--- src/design/srfp_pkg.sv ---
// srfp_pkg: shared widths, constants, types and the palette table for the
// sound reactive flash pulse unit. No dependencies.
package srfp_pkg;

    localparam int VOL_W       = 10;
    localparam int HIST_DEPTH  = 20;
    localparam int SUM_W       = 15;
    localparam int LEVEL_W     = 5;
    localparam int NUM_LEVELS  = 20;
    localparam int COLOR_W     = 4;
    localparam int NUM_COLORS  = 12;
    localparam int CH_W        = 8;
    localparam int THR_W       = 5;
    localparam int CFG_DATA_W  = 10;

    localparam logic [VOL_W-1:0] FLOOR_RESET = 10'd550;
    localparam logic [THR_W-1:0] THR_RESET   = 5'd10;

    // 1.15 * sum / 19 compared exactly as 380 * vol against 23 * sum
    localparam int CMP_W       = 20;
    localparam int AVG_VOL_MUL = 380;
    localparam int AVG_SUM_MUL = 23;

    // x / 10 for x below 1029 as (x * 205) >> 11
    localparam int DIV10_MUL   = 205;
    localparam int DIV10_SHIFT = 11;
    localparam int Q_W         = 7;

    // floor(c * 7 / 10) as (c * 7 * 3277) >> 15
    localparam int DECAY_MUL   = 22939;
    localparam int DECAY_SHIFT = 15;

    typedef enum logic [0:0] {
        CFG_VOLUME_FLOOR   = 1'b0,
        CFG_JUMP_THRESHOLD = 1'b1
    } cfg_index_t;

    typedef struct packed {
        logic [CH_W-1:0] red;
        logic [CH_W-1:0] green;
        logic [CH_W-1:0] blue;
    } rgb_t;

    // per-frame data handed from the front stage to the flash stage
    typedef struct packed {
        logic [VOL_W-1:0]        vol;
        logic signed [VOL_W:0]   diff;
        logic                    above;
        logic                    below;
    } front_t;

    function automatic rgb_t palette_color(input logic [COLOR_W-1:0] idx);
        rgb_t c;
        unique case (idx)
            4'd0:    c = '{red: 8'd120, green: 8'd0,   blue: 8'd0};
            4'd1:    c = '{red: 8'd90,  green: 8'd30,  blue: 8'd0};
            4'd2:    c = '{red: 8'd60,  green: 8'd60,  blue: 8'd0};
            4'd3:    c = '{red: 8'd30,  green: 8'd90,  blue: 8'd0};
            4'd4:    c = '{red: 8'd0,   green: 8'd120, blue: 8'd0};
            4'd5:    c = '{red: 8'd0,   green: 8'd90,  blue: 8'd30};
            4'd6:    c = '{red: 8'd0,   green: 8'd60,  blue: 8'd60};
            4'd7:    c = '{red: 8'd0,   green: 8'd30,  blue: 8'd90};
            4'd8:    c = '{red: 8'd0,   green: 8'd0,   blue: 8'd120};
            4'd9:    c = '{red: 8'd30,  green: 8'd0,   blue: 8'd90};
            4'd10:   c = '{red: 8'd60,  green: 8'd0,   blue: 8'd60};
            4'd11:   c = '{red: 8'd90,  green: 8'd0,   blue: 8'd30};
            default: c = '0;
        endcase
        return c;
    endfunction

endpackage

--- src/design/srfp_hist_cell.sv ---
// srfp_hist_cell: one cell of the volume history chain, holds one past
// frame volume and passes it to its neighbor on each frame. Uses srfp_pkg.
module srfp_hist_cell (
    input  logic                       aclk,
    input  logic                       aresetn,
    input  logic                       shift_en,
    input  logic [srfp_pkg::VOL_W-1:0] d_in,
    output logic [srfp_pkg::VOL_W-1:0] q_out
);
    import srfp_pkg::*;

    logic [VOL_W-1:0] vol_reg;

    always_ff @(posedge aclk) begin
        if (!aresetn) begin
            vol_reg <= '0;
        end else if (shift_en) begin
            vol_reg <= d_in;
        end
    end

    assign q_out = vol_reg;

endmodule

--- src/design/srfp_flash_stage.sv ---
// srfp_flash_stage: level smoothing, palette advance, flash hysteresis and
// channel decay; also the result register. Uses srfp_pkg.
module srfp_flash_stage (
    input  logic                         aclk,
    input  logic                         aresetn,
    input  logic                         in_valid,
    output logic                         in_ready,
    input  srfp_pkg::front_t             front,
    input  logic [srfp_pkg::THR_W-1:0]   jump_thr,
    output logic                         out_valid,
    input  logic                         out_ready,
    output srfp_pkg::rgb_t               strip,
    output logic                         flashed,
    output logic [srfp_pkg::LEVEL_W-1:0] level,
    output logic [srfp_pkg::COLOR_W-1:0] color,
    output logic [srfp_pkg::VOL_W-1:0]   volume
);
    import srfp_pkg::*;

    localparam int PROD_W = VOL_W + 8;
    localparam int DEC_W  = CH_W + DECAY_SHIFT;
    localparam logic signed [Q_W+1:0] MAX_LEVEL = (Q_W+2)'(NUM_LEVELS);

    function automatic logic [CH_W-1:0] decay(input logic [CH_W-1:0] c);
        logic [DEC_W-1:0] p;
        p = DEC_W'(c) * DEC_W'(DECAY_MUL);
        return p[DECAY_SHIFT +: CH_W];
    endfunction

    logic                out_valid_reg;
    logic [LEVEL_W-1:0]  level_reg, level_next;
    logic [COLOR_W-1:0]  color_reg, color_next;
    logic                exceeded_reg, exceeded_next;
    rgb_t                strip_reg, strip_next;
    logic                flashed_reg, flashed_next;
    logic [VOL_W-1:0]    volume_reg;

    logic                take;
    logic [VOL_W:0]      neg_diff;
    logic [VOL_W-1:0]    mag;
    logic [PROD_W-1:0]   prod;
    logic [Q_W-1:0]      quot;
    logic signed [Q_W:0]   raw;
    logic signed [Q_W+1:0] raw_ext, level_ext, rise, lvl_cand, thr_ext;
    logic                jump;

    assign in_ready = !out_valid_reg || out_ready;
    assign take     = in_valid && in_ready;

    // raw level: (vol - floor) / 10 truncated toward zero
    always_comb begin
        neg_diff = -front.diff;
        mag      = front.diff[VOL_W] ? neg_diff[VOL_W-1:0] : front.diff[VOL_W-1:0];
        prod     = PROD_W'(mag) * PROD_W'(DIV10_MUL);
        quot     = prod[DIV10_SHIFT +: Q_W];
        raw      = front.diff[VOL_W] ? -$signed({1'b0, quot}) : $signed({1'b0, quot});
    end

    always_comb begin
        raw_ext   = (Q_W+2)'(raw);
        level_ext = $signed((Q_W+2)'(level_reg));
        thr_ext   = $signed((Q_W+2)'(jump_thr));
        rise      = raw_ext - level_ext;
        jump      = rise > thr_ext;

        lvl_cand = (raw_ext > level_ext) ? raw_ext : level_ext - (Q_W+2)'(1);
        if (lvl_cand[Q_W+1]) begin
            level_next = '0;
        end else if (lvl_cand > MAX_LEVEL) begin
            level_next = LEVEL_W'(NUM_LEVELS);
        end else begin
            level_next = lvl_cand[LEVEL_W-1:0];
        end

        if (!jump) begin
            color_next = color_reg;
        end else if (color_reg == COLOR_W'(NUM_COLORS - 1)) begin
            color_next = '0;
        end else begin
            color_next = color_reg + COLOR_W'(1);
        end
    end

    // flash on first crossing, otherwise decay
    always_comb begin
        if (front.above && !exceeded_reg) begin
            exceeded_next = 1'b1;
            flashed_next  = 1'b1;
            strip_next    = palette_color(color_next);
        end else begin
            exceeded_next = front.below ? 1'b0 : exceeded_reg;
            flashed_next  = 1'b0;
            strip_next    = '{red:   decay(strip_reg.red),
                              green: decay(strip_reg.green),
                              blue:  decay(strip_reg.blue)};
        end
    end

    always_ff @(posedge aclk) begin
        if (!aresetn) begin
            out_valid_reg <= 1'b0;
            level_reg     <= '0;
            color_reg     <= '0;
            exceeded_reg  <= 1'b0;
            strip_reg     <= '0;
        end else begin
            if (in_ready) begin
                out_valid_reg <= in_valid;
            end
            if (take) begin
                level_reg    <= level_next;
                color_reg    <= color_next;
                exceeded_reg <= exceeded_next;
                strip_reg    <= strip_next;
            end
        end
    end

    always_ff @(posedge aclk) begin
        if (take) begin
            flashed_reg <= flashed_next;
            volume_reg  <= front.vol;
        end
    end

    assign out_valid = out_valid_reg;
    assign strip     = strip_reg;
    assign flashed   = flashed_reg;
    assign level     = level_reg;
    assign color     = color_reg;
    assign volume    = volume_reg;

endmodule

--- src/design/sound_reactive_flash_pulse_unit.sv ---
// sound_reactive_flash_pulse_unit: top level with peak tracker, volume history
// chain, window sum and flash stage; uses srfp_pkg, srfp_hist_cell, srfp_flash_stage.
// One sample transaction per cycle while s_ready; a frame-end sample's result passes
// the front register, then the result register. A held result blocks input once the
// front register is also full. Synchronous reset (aresetn low) clears all state but
// front data, flashed flag and frame volume; loads volume floor 550, jump threshold 10.
module sound_reactive_flash_pulse_unit (
    input  logic                            aclk,
    input  logic                            aresetn,
    // sample channel
    input  logic                            s_valid,
    output logic                            s_ready,
    input  logic [srfp_pkg::VOL_W-1:0]      s_sample,
    input  logic                            s_frame_end,
    // result channel
    output logic                            m_valid,
    input  logic                            m_ready,
    output logic [srfp_pkg::CH_W-1:0]       m_red,
    output logic [srfp_pkg::CH_W-1:0]       m_green,
    output logic [srfp_pkg::CH_W-1:0]       m_blue,
    output logic                            m_flashed,
    output logic [srfp_pkg::LEVEL_W-1:0]    m_sound_level,
    output logic [srfp_pkg::COLOR_W-1:0]    m_palette_index,
    output logic [srfp_pkg::VOL_W-1:0]      m_frame_volume,
    // config write port
    input  logic                            cfg_we,
    input  srfp_pkg::cfg_index_t            cfg_index,
    input  logic [srfp_pkg::CFG_DATA_W-1:0] cfg_wdata
);
    import srfp_pkg::*;

    // config registers
    logic [VOL_W-1:0] floor_reg;
    logic [THR_W-1:0] thr_reg;

    always_ff @(posedge aclk) begin
        if (!aresetn) begin
            floor_reg <= FLOOR_RESET;
            thr_reg   <= THR_RESET;
        end else if (cfg_we) begin
            unique case (cfg_index)
                CFG_VOLUME_FLOOR:   floor_reg <= cfg_wdata[VOL_W-1:0];
                CFG_JUMP_THRESHOLD: thr_reg   <= cfg_wdata[THR_W-1:0];
            endcase
        end
    end

    // handshake: the front register frees up whenever the flash stage can take it
    logic   s_accept, frame_accept;
    logic   front_valid_reg;
    front_t front_reg, front_next;
    logic   stage_ready;

    assign s_ready      = !front_valid_reg || stage_ready;
    assign s_accept     = s_valid && s_ready;
    assign frame_accept = s_accept && s_frame_end;

    // peak of the current frame; the frame-end sample itself counts
    logic [VOL_W-1:0] peak_reg;
    logic [VOL_W-1:0] frame_peak;

    assign frame_peak = (s_sample > peak_reg) ? s_sample : peak_reg;

    always_ff @(posedge aclk) begin
        if (!aresetn) begin
            peak_reg <= '0;
        end else if (s_accept) begin
            peak_reg <= s_frame_end ? '0 : frame_peak;
        end
    end

    // volume history: a row of cells, newest volume enters cell 0 each frame
    logic [VOL_W-1:0] hist_q [HIST_DEPTH];

    for (genvar i = 0; i < HIST_DEPTH; i++) begin : g_hist
        logic [VOL_W-1:0] cell_in;
        if (i == 0) begin : g_head
            assign cell_in = frame_peak;
        end else begin : g_link
            assign cell_in = hist_q[i-1];
        end
        srfp_hist_cell u_cell (
            .aclk     (aclk),
            .aresetn  (aresetn),
            .shift_en (frame_accept),
            .d_in     (cell_in),
            .q_out    (hist_q[i])
        );
    end

    // running sum of the older entries (cells 1 .. last), before the shift
    logic [SUM_W-1:0] window_sum_reg, window_sum_next;
    logic [SUM_W:0]   sum_wide;

    assign sum_wide = {1'b0, window_sum_reg}
                    + (SUM_W+1)'(hist_q[0])
                    - (SUM_W+1)'(hist_q[HIST_DEPTH-1]);
    assign window_sum_next = sum_wide[SUM_W-1:0];

    always_ff @(posedge aclk) begin
        if (!aresetn) begin
            window_sum_reg <= '0;
        end else if (frame_accept) begin
            window_sum_reg <= window_sum_next;
        end
    end

    // threshold compare against 1.15 times the average, in exact integers
    logic [CMP_W-1:0] vol_scaled, sum_scaled;

    assign vol_scaled = CMP_W'(frame_peak) * CMP_W'(AVG_VOL_MUL);
    assign sum_scaled = CMP_W'(window_sum_reg) * CMP_W'(AVG_SUM_MUL);

    always_comb begin
        front_next.vol   = frame_peak;
        front_next.diff  = $signed({1'b0, frame_peak}) - $signed({1'b0, floor_reg});
        front_next.above = vol_scaled > sum_scaled;
        front_next.below = vol_scaled < sum_scaled;
    end

    always_ff @(posedge aclk) begin
        if (!aresetn) begin
            front_valid_reg <= 1'b0;
        end else if (s_ready) begin
            front_valid_reg <= frame_accept;
        end
    end

    always_ff @(posedge aclk) begin
        if (frame_accept) begin
            front_reg <= front_next;
        end
    end

    // level, palette and flash decision; holds the result register
    rgb_t strip;

    srfp_flash_stage u_flash (
        .aclk      (aclk),
        .aresetn   (aresetn),
        .in_valid  (front_valid_reg),
        .in_ready  (stage_ready),
        .front     (front_reg),
        .jump_thr  (thr_reg),
        .out_valid (m_valid),
        .out_ready (m_ready),
        .strip     (strip),
        .flashed   (m_flashed),
        .level     (m_sound_level),
        .color     (m_palette_index),
        .volume    (m_frame_volume)
    );

    assign m_red   = strip.red;
    assign m_green = strip.green;
    assign m_blue  = strip.blue;

    // checks
    a_sum_bound: assert property (@(posedge aclk) disable iff (!aresetn)
        window_sum_reg <= SUM_W'((HIST_DEPTH - 1) * ((1 << VOL_W) - 1)))
        else $error("window sum out of range");

    a_frame_to_front: assert property (@(posedge aclk) disable iff (!aresetn)
        frame_accept |=> front_valid_reg)
        else $error("frame-end transaction lost before flash stage");

    a_flash_color: assert property (@(posedge aclk) disable iff (!aresetn)
        (m_valid && m_flashed) |-> (strip == palette_color(m_palette_index)))
        else $error("flash color differs from palette entry");

    a_result_range: assert property (@(posedge aclk) disable iff (!aresetn)
        m_valid |-> (m_sound_level <= LEVEL_W'(NUM_LEVELS)
                     && m_palette_index < COLOR_W'(NUM_COLORS)))
        else $error("level or palette index out of range");

endmodule
--- config.mk ---
export PLATFORM = sky130hd
export DESIGN_NAME = sound_reactive_flash_pulse_unit
export DESIGN_NICKNAME = d
export VERILOG_FILES = /design/src/design/srfp_pkg.sv /design/src/design/srfp_hist_cell.sv /design/src/design/srfp_flash_stage.sv /design/src/design/sound_reactive_flash_pulse_unit.sv
export SDC_FILE = /design/constraint.sdc
export NUM_CORES = 1
export LEC_CHECK = 0
export BUFFER_PORTS_ARGS = -buffer_cell sky130_fd_sc_hd__clkbuf_2
export CORE_MARGIN = 2
export CORE_UTILIZATION = 50
export DETAILED_ROUTE_END_ITERATION = 10
export PLACE_DENSITY_LB_ADDON = 0.3
export SYNTH_ARGS = -nofsm -noshare
export SYNTH_HDL_FRONTEND = slang
export SYNTH_SLANG_ARGS = --single-unit
--- constraint.sdc ---
create_clock -name aclk -period 9.85 [get_ports aclk]
set_clock_uncertainty 0.05 [all_clocks]
set_input_delay 0.985 -clock aclk [delete_from_list [all_inputs] [get_ports aclk]]
set_output_delay 0.985 -clock aclk [all_outputs]
set_load 0.02 [all_outputs]
# Yosys cells after proc, flatten, opt, wreduce, memory -nomap -nowiden
# Memory sizes are Yosys's and may differ from the RTL's.
# Cells that the tools add are included.
classes:
  n_addsub: 8
  multipliers: 6
  order_cmp: 6
  eq_ne: 1
  muxes: 13
  bitwise_logic: 1
  reduce_logical: 13
ops:
  columns: ["operator", "n"]
  rows:
  - ["multiplier 8 x 15 -> 23 bit (second input constant)", 3]
  - ["two-way mux 10 bit", 3]
  - ["two-way mux 24 bit", 1]
  - ["greater-than comparator 19 x 20 -> 1 bit", 1]
  - ["less-than comparator 19 x 20 -> 1 bit", 1]
  - ["multiplier 15 x 5 -> 20 bit (second input constant)", 1]
  - ["multiplier 10 x 8 -> 18 bit (second input constant)", 1]
  - ["multiplier 10 x 7 -> 17 bit (second input constant)", 1]
  - ["adder 15 x 10 -> 15 bit", 1]
  - ["subtractor 15 x 10 -> 15 bit", 1]
  - ["subtractor 10 x 10 -> 11 bit", 1]
  - ["greater-than comparator 10 bit", 1]
  - ["two-way mux 5 bit", 2]
  - ["negator 10 bit", 1]
  - ["greater-than comparator 9 x 6 -> 1 bit", 1]
  - ["greater-than comparator 9 x 6 -> 1 bit (second input constant)", 1]
  - ["two-way mux 9 bit", 1]
  - ["subtractor 8 x 6 -> 9 bit", 1]
  - ["greater-than comparator 8 x 6 -> 1 bit", 1]
  - ["two-way mux 4 bit", 2]
  - ["two-way mux 8 bit", 1]
  - ["negator 7 -> 8 bit", 1]
  - ["AND reduction 2 bit", 3]
  - ["subtractor 5 x 1 -> 6 bit (second input constant)", 1]
  - ["8 further kinds", 16]
totals:
  ff_bits: 310
  mem_bits_ro: 288
  out_inout_bits: 46
  word_cells: 87
  n_memories: 1
mem_list:
  columns: ["name", "words", "word_bits", "rd", "rd_clocked_by_memory_dff", "wr", "line_no", "rtl"]
  rows:
  - ["(no name shown)", 16, 18, 1, 0, 0, "srfp_pkg.sv:54", "unique case (idx)"]

# Logic depth before layout (Yosys ltp)
# Gate-level depths: netlist of run 1.
logic_depth:
  ltp_word: 10
  ltp_mapped: 43
  mapped_depth_nobuf: 43

# Cells and area by module
# A second synthesis of run 1 with hierarchy kept.
unflattened:
  cells_unflattened: 2535
  hier_area_um2: 24747.5
modules_own_cells:
  columns: ["mod", "instances", "cells_each", "area_per_inst_um2", "seq_area_each_um2"]
  rows:
  - ["srfp_flash_stage", 1, 1044, 9444.1, 1031.0]
  - ["sound_reactive_flash_pulse_unit", 1, 871, 7821.3, 1511.4]
  - ["srfp_hist_cell", 20, 31, 374.1, 200.2]

# Worst setup path before layout of run 1
# Ideal clock, no wire load.
synth_timing:
  path_type: "flip-flop to flip-flop"
  start: "register front_reg[7] (netlist bit)"
  end: "register u_flash.strip_reg, in the netlist u_flash.strip[2]"
  setup_time_ps: 95
  arrival_ps: 8419
  setup_slack_ps: 1286
  stages_incl_launch_ff: 42
  n_path_buf: 0
  period_less_slack_ps: 8564
  path_cell_list: "edfxtp_1 -> or4_1 -> o21ai_0 -> xor2_1 -> inv_1 -> xnor2_1 -> inv_1 -> fa_1 -> inv_1 -> fa_1 -> inv_1 -> fa_1 -> inv_1 -> ha_1 -> o21ai_0 -> nand2b_1 -> a21oi_1 -> a21oi_2 -> (+6 left out) -> fa_1 -> inv_1 -> ha_1 -> nor2b_1 -> o21a_1 -> o21a_1 -> o21a_1 -> o22ai_1 -> nand3_1 -> a31oi_2 -> o311ai_4 -> o21a_4 -> mux2i_4 -> inv_1 -> ha_1 -> o31ai_1 -> a21oi_1 -> o32ai_1"
synth_between:
  elab_chain_len: 10
synth_rtl:
  columns: ["element", "line_no", "rtl"]
  rows:
  - ["start: declaration", "sound_reactive_flash_pulse_unit.sv:51", "front_t front_reg, front_next;"]
  - ["start signal: assignment", "sound_reactive_flash_pulse_unit.sv:131", "front_reg <= front_next;"]
  - ["negator 10 bit", "srfp_flash_stage.sv:52", "neg_diff = -front.diff;"]
  - ["two-way mux 10 bit *", "srfp_flash_stage.sv:53", "mag = front.diff[VOL_W] ? neg_diff[VOL_W-1:0] : front.diff[VOL_W-1:0];"]
  - ["multiplier 10 x 8 -> 18 bit *", "srfp_flash_stage.sv:54", "prod = PROD_W'(mag) * PROD_W'(DIV10_MUL);"]
  - ["negator 7 -> 8 bit", "srfp_flash_stage.sv:56", "raw = front.diff[VOL_W] ? -$signed({1'b0, quot}) : $signed({1'b0, quot});"]
  - ["two-way mux 8 bit *", "srfp_flash_stage.sv:56", null]
  - ["subtractor 8 x 6 -> 9 bit *", "srfp_flash_stage.sv:63", "rise = raw_ext - level_ext;"]
  - ["greater-than comparator 9 x 6 -> 1 bit *", "srfp_flash_stage.sv:64", "jump = rise > thr_ext;"]
  - ["two-way mux 4 bit *", "srfp_flash_stage.sv:75", "if (!jump) begin"]
  - ["memory read (16 x 18 bit) *", null, null]
  - ["two-way mux 24 bit *", "srfp_flash_stage.sv:86", "if (front.above && !exceeded_reg) begin"]
  - ["end signal: assignment", "srfp_flash_stage.sv:114", "strip_reg <= strip_next;"]
  - ["end: declaration", "srfp_flash_stage.sv:34", "rgb_t strip_reg, strip_next;"]
# Every way passes the cells marked *; elsewhere a longest branch is shown, timed or not.
# A chain may end at the register's enable or synchronous reset.

# Final worst setup path of run 1
# Ends and elaborated chain as after synthesis.

==> flow_summary.json, run 1 <==
{
  "slowest_stage": "or4_1",
  "syn2layout_area_growth_pct": 9.02,
  "syn_inst": 2732,
  "holdPathEnd": "u_flash.volume[0]",
  "fillers": 4263,
  "hold_ws_ns": 0.352,
  "first_pass_iters": 8,
  "crit_fanout": 5,
  "num_antenna_cells": 0,
  "vias": 17700,
  "r2r_end": "u_flash.strip[2]",
  "io_pins": 73,
  "antenna_found_initial": 0,
  "final-seq-area_um2": 6550,
  "cp-start-kind": "register",
  "ir_worst_vdd_mv": 0.511,
  "synth_flop_cell": "dfxtp_1",
  "largest_reg_flops": 200,
  "grt_max_degree": 154,
  "antenna_left": 0,
  "avgSynthCellArea_um2": 8.65,
  "cts_sinks": 310,
  "synth_top_area_share_pct": 23.4,
  "drtIter0Drc": 933,
  "synth-edff-count": 34,
  "grt_pass1_wl_mm": 83.3,
  "rsz0062_at_grt": "false",
  "overflow": 0,
  "wl_mm": 47.9,
  "cts-htree-levels": 2,
  "rrSetupSlack_ns": 0.66,
  "track_usage_pct": 20.1,
  "routabilityCongestion": 0.863,
  "hold_class": "register to register",
  "synth_seq_area_share_pct": 27.7,
  "finalSetupTns_ns": 0,
  "r2r-start": "front_reg[7]",
  "synth_top_area_cell": "dfxtp_1",
  "die_width_um": 221,
  "path_class": "register to register",
  "yosys_warnings": 0,
  "synth_area_um2": 23600,
  "syn-num-nets": 3277,
  "min_path_cells": 0,
  "wl_per_cell_um": 14.1,
  "core-area_um2": 46700,
  "r2r_cells": 39,
  "hold_violations": 0,
  "period_needed_ns": 9.19,
  "nNetsFinal": 3306,
  "drv_cap": 0,
  "port_buffers": 72,
  "maxSlewViolCount": 0,
  "fp-row-count": 79,
  "drc": 8,
  "hp-start": "front_reg[13]",
  "fp.dieArea_um2": 49000,
  "via_per_inst": 5.21,
  "startpoint": "front_reg[7]",
  "yosys-top-cells-area": "dfxtp_1 (23%), ha_1 (19%), fa_1 (14%)",
  "async_flop_share_pct": 0,
  "critPathMaxStageDelay_ns": 0.59,
  "grt_pass1_vias": 17800,
  "p_leak_uw": 0.0122,
  "cts_tree": "built",
  "root_buffer": "clkbuf_16",
  "status": "finished, violations left",
  "numCtsBuffers": 35,
  "worst_pin_slew_ns": 1.08,
  "power_density_nw_per_um2": 334,
  "worstPathArrival_ns": 9.58,
  "timing.fmax_mhz": 109,
  "synth_cell_types": 83,
  "cpMostUsedCell": "inv_1",
  "violations": "DRC",
  "clock_latency_ns": 0.55,
  "timing.final.crit_share_pct": 93.3,
  "max_slew_margin_pct": 28.2,
  "drive_above_1_share_pct": 6.99,
  "crit_path_end_kind": "register",
  "synth-seq-cells": 310,
  "cp.required_ns": 10.24,
  "cts_buffer_depth": 3,
  "multiInputGateArea_um2": 15100,
  "start_util_pct": 50.7,
  "hpwl_mm": 36.0,
  "fp.dieH_um": 221,
  "clk_pin_slew_ns": 0.06,
  "setup-violations-final": 0
}
[cell families after synthesis]
logic type / synth area share (%)
XOR/XNOR: 3.29
buffers and inverters: 8.74
AND/OR/NAND/NOR: 12.6
multiplexers: 1.33
flip-flops: 27.7
AO/OA/AOI/OAI: 13.8
adder cells (fa/ha/maj): 32.5
[placed cells by master (no fill, tap or decap), drive strengths merged, types with 11 or more instances in the layout]
cell,Yosys,routed
fa,160,160
a211oi,21,21
a21oi,301,301
xor2,33,33
inv,449,454
nor2b,19,19
o21ai,58,58
nor2,101,101
o211ai,12,12
buf,9,15
a21o,32,32
nand2b,21,21
ha,358,358
nor3,19,19
edfxtp,34,34
nand3,27,27
clkbuf,86,124
dfxtp,276,276
xnor2,55,55
o21a,13,13
nand2,482,482
mux2i,24,24
nand4,11,11
[synthesized netlist by cell type, drive strengths merged (5+ instances only)]
master / n
dfxtp: 276
a31oi: 10
a21o: 32
a21oi: 301
xnor2: 55
nand4: 11
nor3: 19
clkbuf: 86
a21boi: 8
fa: 160
or3: 6
xor2: 33
and3: 5
mux2i: 24
nor2b: 19
or2: 7
o21bai: 10
and2: 5
a22oi: 9
ha: 358
o31ai: 6
nand2b: 21
a221oi: 5
o22ai: 5
o211ai: 12
edfxtp: 34
inv: 449
nor2: 101
a211oi: 21
nand3: 27
o21a: 13
buf: 9
nand2: 482
o21ai: 58
[through the flow]
step                power, uW  std cells  instance area (um^2)  setup slack (ns)  utilization [%]
finish                   8620       3395                 25800             0.660             55.3
global route             9550       3395                 25800          0.000234             55.3
floorplan                5960       2732                 23600              1.29                -
CTS                      8450       3390                 25700             0.296             55.0
global placement         6830       3326                 24500             0.554             52.5
detailed placement       7040       3326                 24500             0.293             52.5
[what timing repair did]
item,in CTS,in global routing
endpoints found under the setup margin,0,20
hold buffers,0,0
gates resized for setup,0,10
setup buffers,0,5
[power breakdown]
group	switching, uW	total (uW)	internal, uW
sequential	80.9	1420	1340
combinational	3320	5870	2550
clock	531	1330	800
total	3930	8620	4690
[worst max path at each step]
| stage | to | depth (start not counted) |
|---|---|---|
| after floorplan | u_flash.strip[2] | 41 |
| final | u_flash.strip[2] | 39 |
| after global placement | u_flash.strip[13] | 40 |
| after CTS | u_flash.strip[1] | 40 |
| after global routing | u_flash.strip[18] | 42 |
| after detailed placement | u_flash.strip[14] | 40 |
[routing by layer]
layer  GRT usage, %  vias to the layer above  share of wire [%]
li1               -                     8986                  -
met1           26.5                     8442                 46
met2           34.8                      216                 49
met3           2.59                       59                3.2
met4           5.27                        0                1.8
met5              0                        -                  0
[critical path, delay by kind of cell (launching register included)]
family | cells | cell delay [ns]
compound gates | 15 | 2.92
xor+xnor | 3 | 0.55
fa+ha+maj | 8 | 3.29
buf+inv | 8 | 0.65
flops | 1 | 0.44
mux | 1 | 0.23
simple gates | 4 | 0.94
[final cells by class]
type | count | share of cell area [%]
Clock inverter | 12 | 0.553
Inverter | 449 | 6.60
Sequential cell | 310 | 25.4
Tap cell | 607 | 2.95
Multi-Input combinational cell | 1878 | 58.6
Timing Repair Buffer | 87 | 1.83
Clock buffer | 52 | 4.08
(Power assumes the default switching activity.)
==> run 2, diff against run 1 <==
- CORE_UTILIZATION: 50 -> 64
- RECOVER_POWER: default -> 100
- SYNTH_HIERARCHICAL: default -> 1
==> flow_summary.json, run 2 <==
{
  "status": "finished, violations left",
  "violations": "capacitance limit, slew limit",
  "nNetsFinal": 3139,
  "largest_reg_flops": 200,
  "synth-edff-count": 34,
  "first_pass_iters": 5,
  "root_buffer": "clkbuf_16",
  "synth-seq-cells": 310,
  "cp.required_ns": 10.17,
  "rsz0062_at_grt": "true",
  "dp.cells": 3081,
  "wl_mm": 49.1,
  "worstPathArrival_ns": 9.52,
  "port_buffers": 72,
  "synth_seq_area_share_pct": 26.5,
  "period_needed_ns": 9.20,
  "ir_worst_vdd_mv": 0.355,
  "syn_inst": 2535,
  "clk_pin_slew_ns": 0.06,
  "start_util_pct": 64.5,
  "cts-htree-levels": 2,
  "critPathMaxStageDelay_ns": 0.61,
  "power.switching_uw": 4010,
  "core-area_um2": 38400,
  "p_seq_share_pct": 16.4,
  "track_usage_pct": 25.0,
  "hold_violations": 0,
  "switching_share_pct": 46.4,
  "hold_ws_ns": 0.367,
  "drtIter0Drc": 789,
  "vias": 17500,
  "clock_latency_ns": 0.54,
  "fp.dieH_um": 201,
  "numCtsBuffers": 35,
  "wl_per_cell_um": 15.6,
  "power_density_nw_per_um2": 326,
  "synth_top_area_cell": "dfxtp_1",
  "antenna_left": 0,
  "syn-num-nets": 3074,
  "fillers": 3068,
  "overflow": 0,
  "fp-row-count": 72,
  "io_pins": 73,
  "worst_slack_ns": 0.646,
  "via_per_inst": 5.58,
  "synth_flop_cell": "dfxtp_1",
  "pwr-share-clk_pct": 15.0,
  "path_class": "register to register",
  "async_flop_share_pct": 0,
  "syn2layout_area_growth_pct": 7.12,
  "p_leak_uw": 0.0124,
  "hold_class": "register to register",
  "internal-power_uw": 4640,
  "synth_cell_types": 87,
  "num_antenna_cells": 0,
  "cts_buffer_depth": 3,
  "synth_area_um2": 24700,
  "yosys-top-cells-area": "dfxtp_1 (22%), ha_1 (18%), fa_1 (13%)",
  "drv_cap": 4,
  "hpwl_mm": 37.7,
  "grt_max_degree": 127,
  "drive_above_1_share_pct": 4.84,
  "cts_tree": "built",
  "routabilityCongestion": 0.912,
  "avgSynthCellArea_um2": 9.76,
  "die_width_um": 201,
  "timing.final.crit_share_pct": 93.4,
  "maxSlewViolCount": 395,
  "cts_sinks": 310,
  "post-place-ws_ns": 0.556,
  "grt_pass1_wl_mm": 84.4,
  "yosys_warnings": 6,
  "fp.dieArea_um2": 40300,
  "synth_commonest_cells": "inv_1 (404), ha_1 (355), dfxtp_1 (276)",
  "combPwrFrac_pct": 68.6,
  "max_slew_margin_pct": -287,
  "final_cell_count_no_fill": 3143,
  "yosys.cell_count.top_type": "inv_1",
  "grt_pass1_vias": 17700,
  "antenna_found_initial": 0,
  "crit_path_end_kind": "register",
  "crit_fanout": 8,
  "design_area_um2": 26500,
  "slowest_stage": "mux2i_1",
  "timing.fmax_mhz": 109,
  "drc": 0,
  "placed_cell_area_um2": 25500,
  "layout_commonest_cell": "inv_1",
  "cpMostUsedCell": "inv_1",
  "synth_top_area_share_pct": 22.3,
  "cp-start-kind": "register",
  "worst_pin_slew_ns": 5.80,
  "setup-violations-final": 0,
  "mostFrequentLayoutCells": "inv_1 (406), ha_1 (355), dfxtp_1 (276)"
}
-- run 2: cell count changes after synthesis, moves of 42 or more --
cell,delta
nand2_1,-388
nor2b_1,+204
clkbuf_1,-59
mux2i_1,+195
inv_1,-42
a21oi_1,-220
-- run 2: power groups by stage --
stage          Sequential [uW]  Combinational [uW]  Clock (uW)
6_report                  1420                5940        1290
5_1_grt                   1430                6750        1380
4_1_cts                   1420                5850        1320
3_5_place_dp              1450                5780           0
3_3_place_gp              1440                5660           0
2_1_floorplan             1430                4660           0
-- run 2: worst paths after layout --
path,from,endpoint,slack [ns],cells past startpoint
max,front_reg[2],u_flash/strip[14],0.65,39
min,front_reg[18],u_flash/volume[5],0.37,0
max reg2reg,front_reg[2],u_flash/strip[14],0.65,39
min reg2reg,front_reg[18],u_flash/volume[5],0.37,0
-- run 2: kinds of logic (layout without fill, tap and decap cells) --
logic type	Yosys count	in the layout	synth area share, %
AND/OR/NAND/NOR	564	564	12.6
adder cells (fa/ha/maj)	513	513	30.7
buffers and inverters	458	548	7.63
AO/OA/AOI/OAI	369	369	10.1
flip-flops	310	310	26.5
multiplexers	221	221	8.98
XOR/XNOR	100	100	3.63
-- run 2: metrics by stage --
stage          TNS [ns]  util [%]  total power [uW]
2_1_floorplan         0         -              6090
3_3_place_gp          0      66.4              7110
3_5_place_dp          0      66.4              7220
4_1_cts               0      69.3              8590
5_1_grt        -0.00594      69.1              9560
6_report              0      69.1              8650
-- run 2: timing repair --
item,4_1_cts,5_1_grt
endpoints found under the setup margin,0,16
hold buffers,0,0
resized for setup,0,4
buffers inserted,0,0
-- run 2: layout make-up --
cell class	instances	area (um^2)	share of cell area [%]
clock buffers	47	971	3.66
well taps	518	648	2.44
inverters	407	1530	5.77
flip-flops and latches	310	6550	24.7
repair buffers	79	340	1.28
multi-input cells	1767	16300	61.5
clock inverters	15	173	0.651
-- run 2: routing by layer --
layer / vias to the layer above / wire, um / GRT usage, %
li1: 8685 / - / -
met1: 8445 / 22700 / 33.4
met2: 311 / 23000 / 42.2
met3: 84 / 1820 / 3.18
met4: 0 / 1520 / 8.33
met5: - / 0 / 0
-- run 2: critical path: cells and delay by family, from the launching register on --
family | cells | cell delay, ns
AO/OA/AOI/OAI | 11 | 2.09
XOR/XNOR | 3 | 0.77
adder cells (fa/ha/maj) | 8 | 2.96
buffers and inverters | 6 | 0.47
flip-flops | 1 | 0.46
multiplexers | 1 | 0.61
AND/OR/NAND/NOR | 10 | 1.63
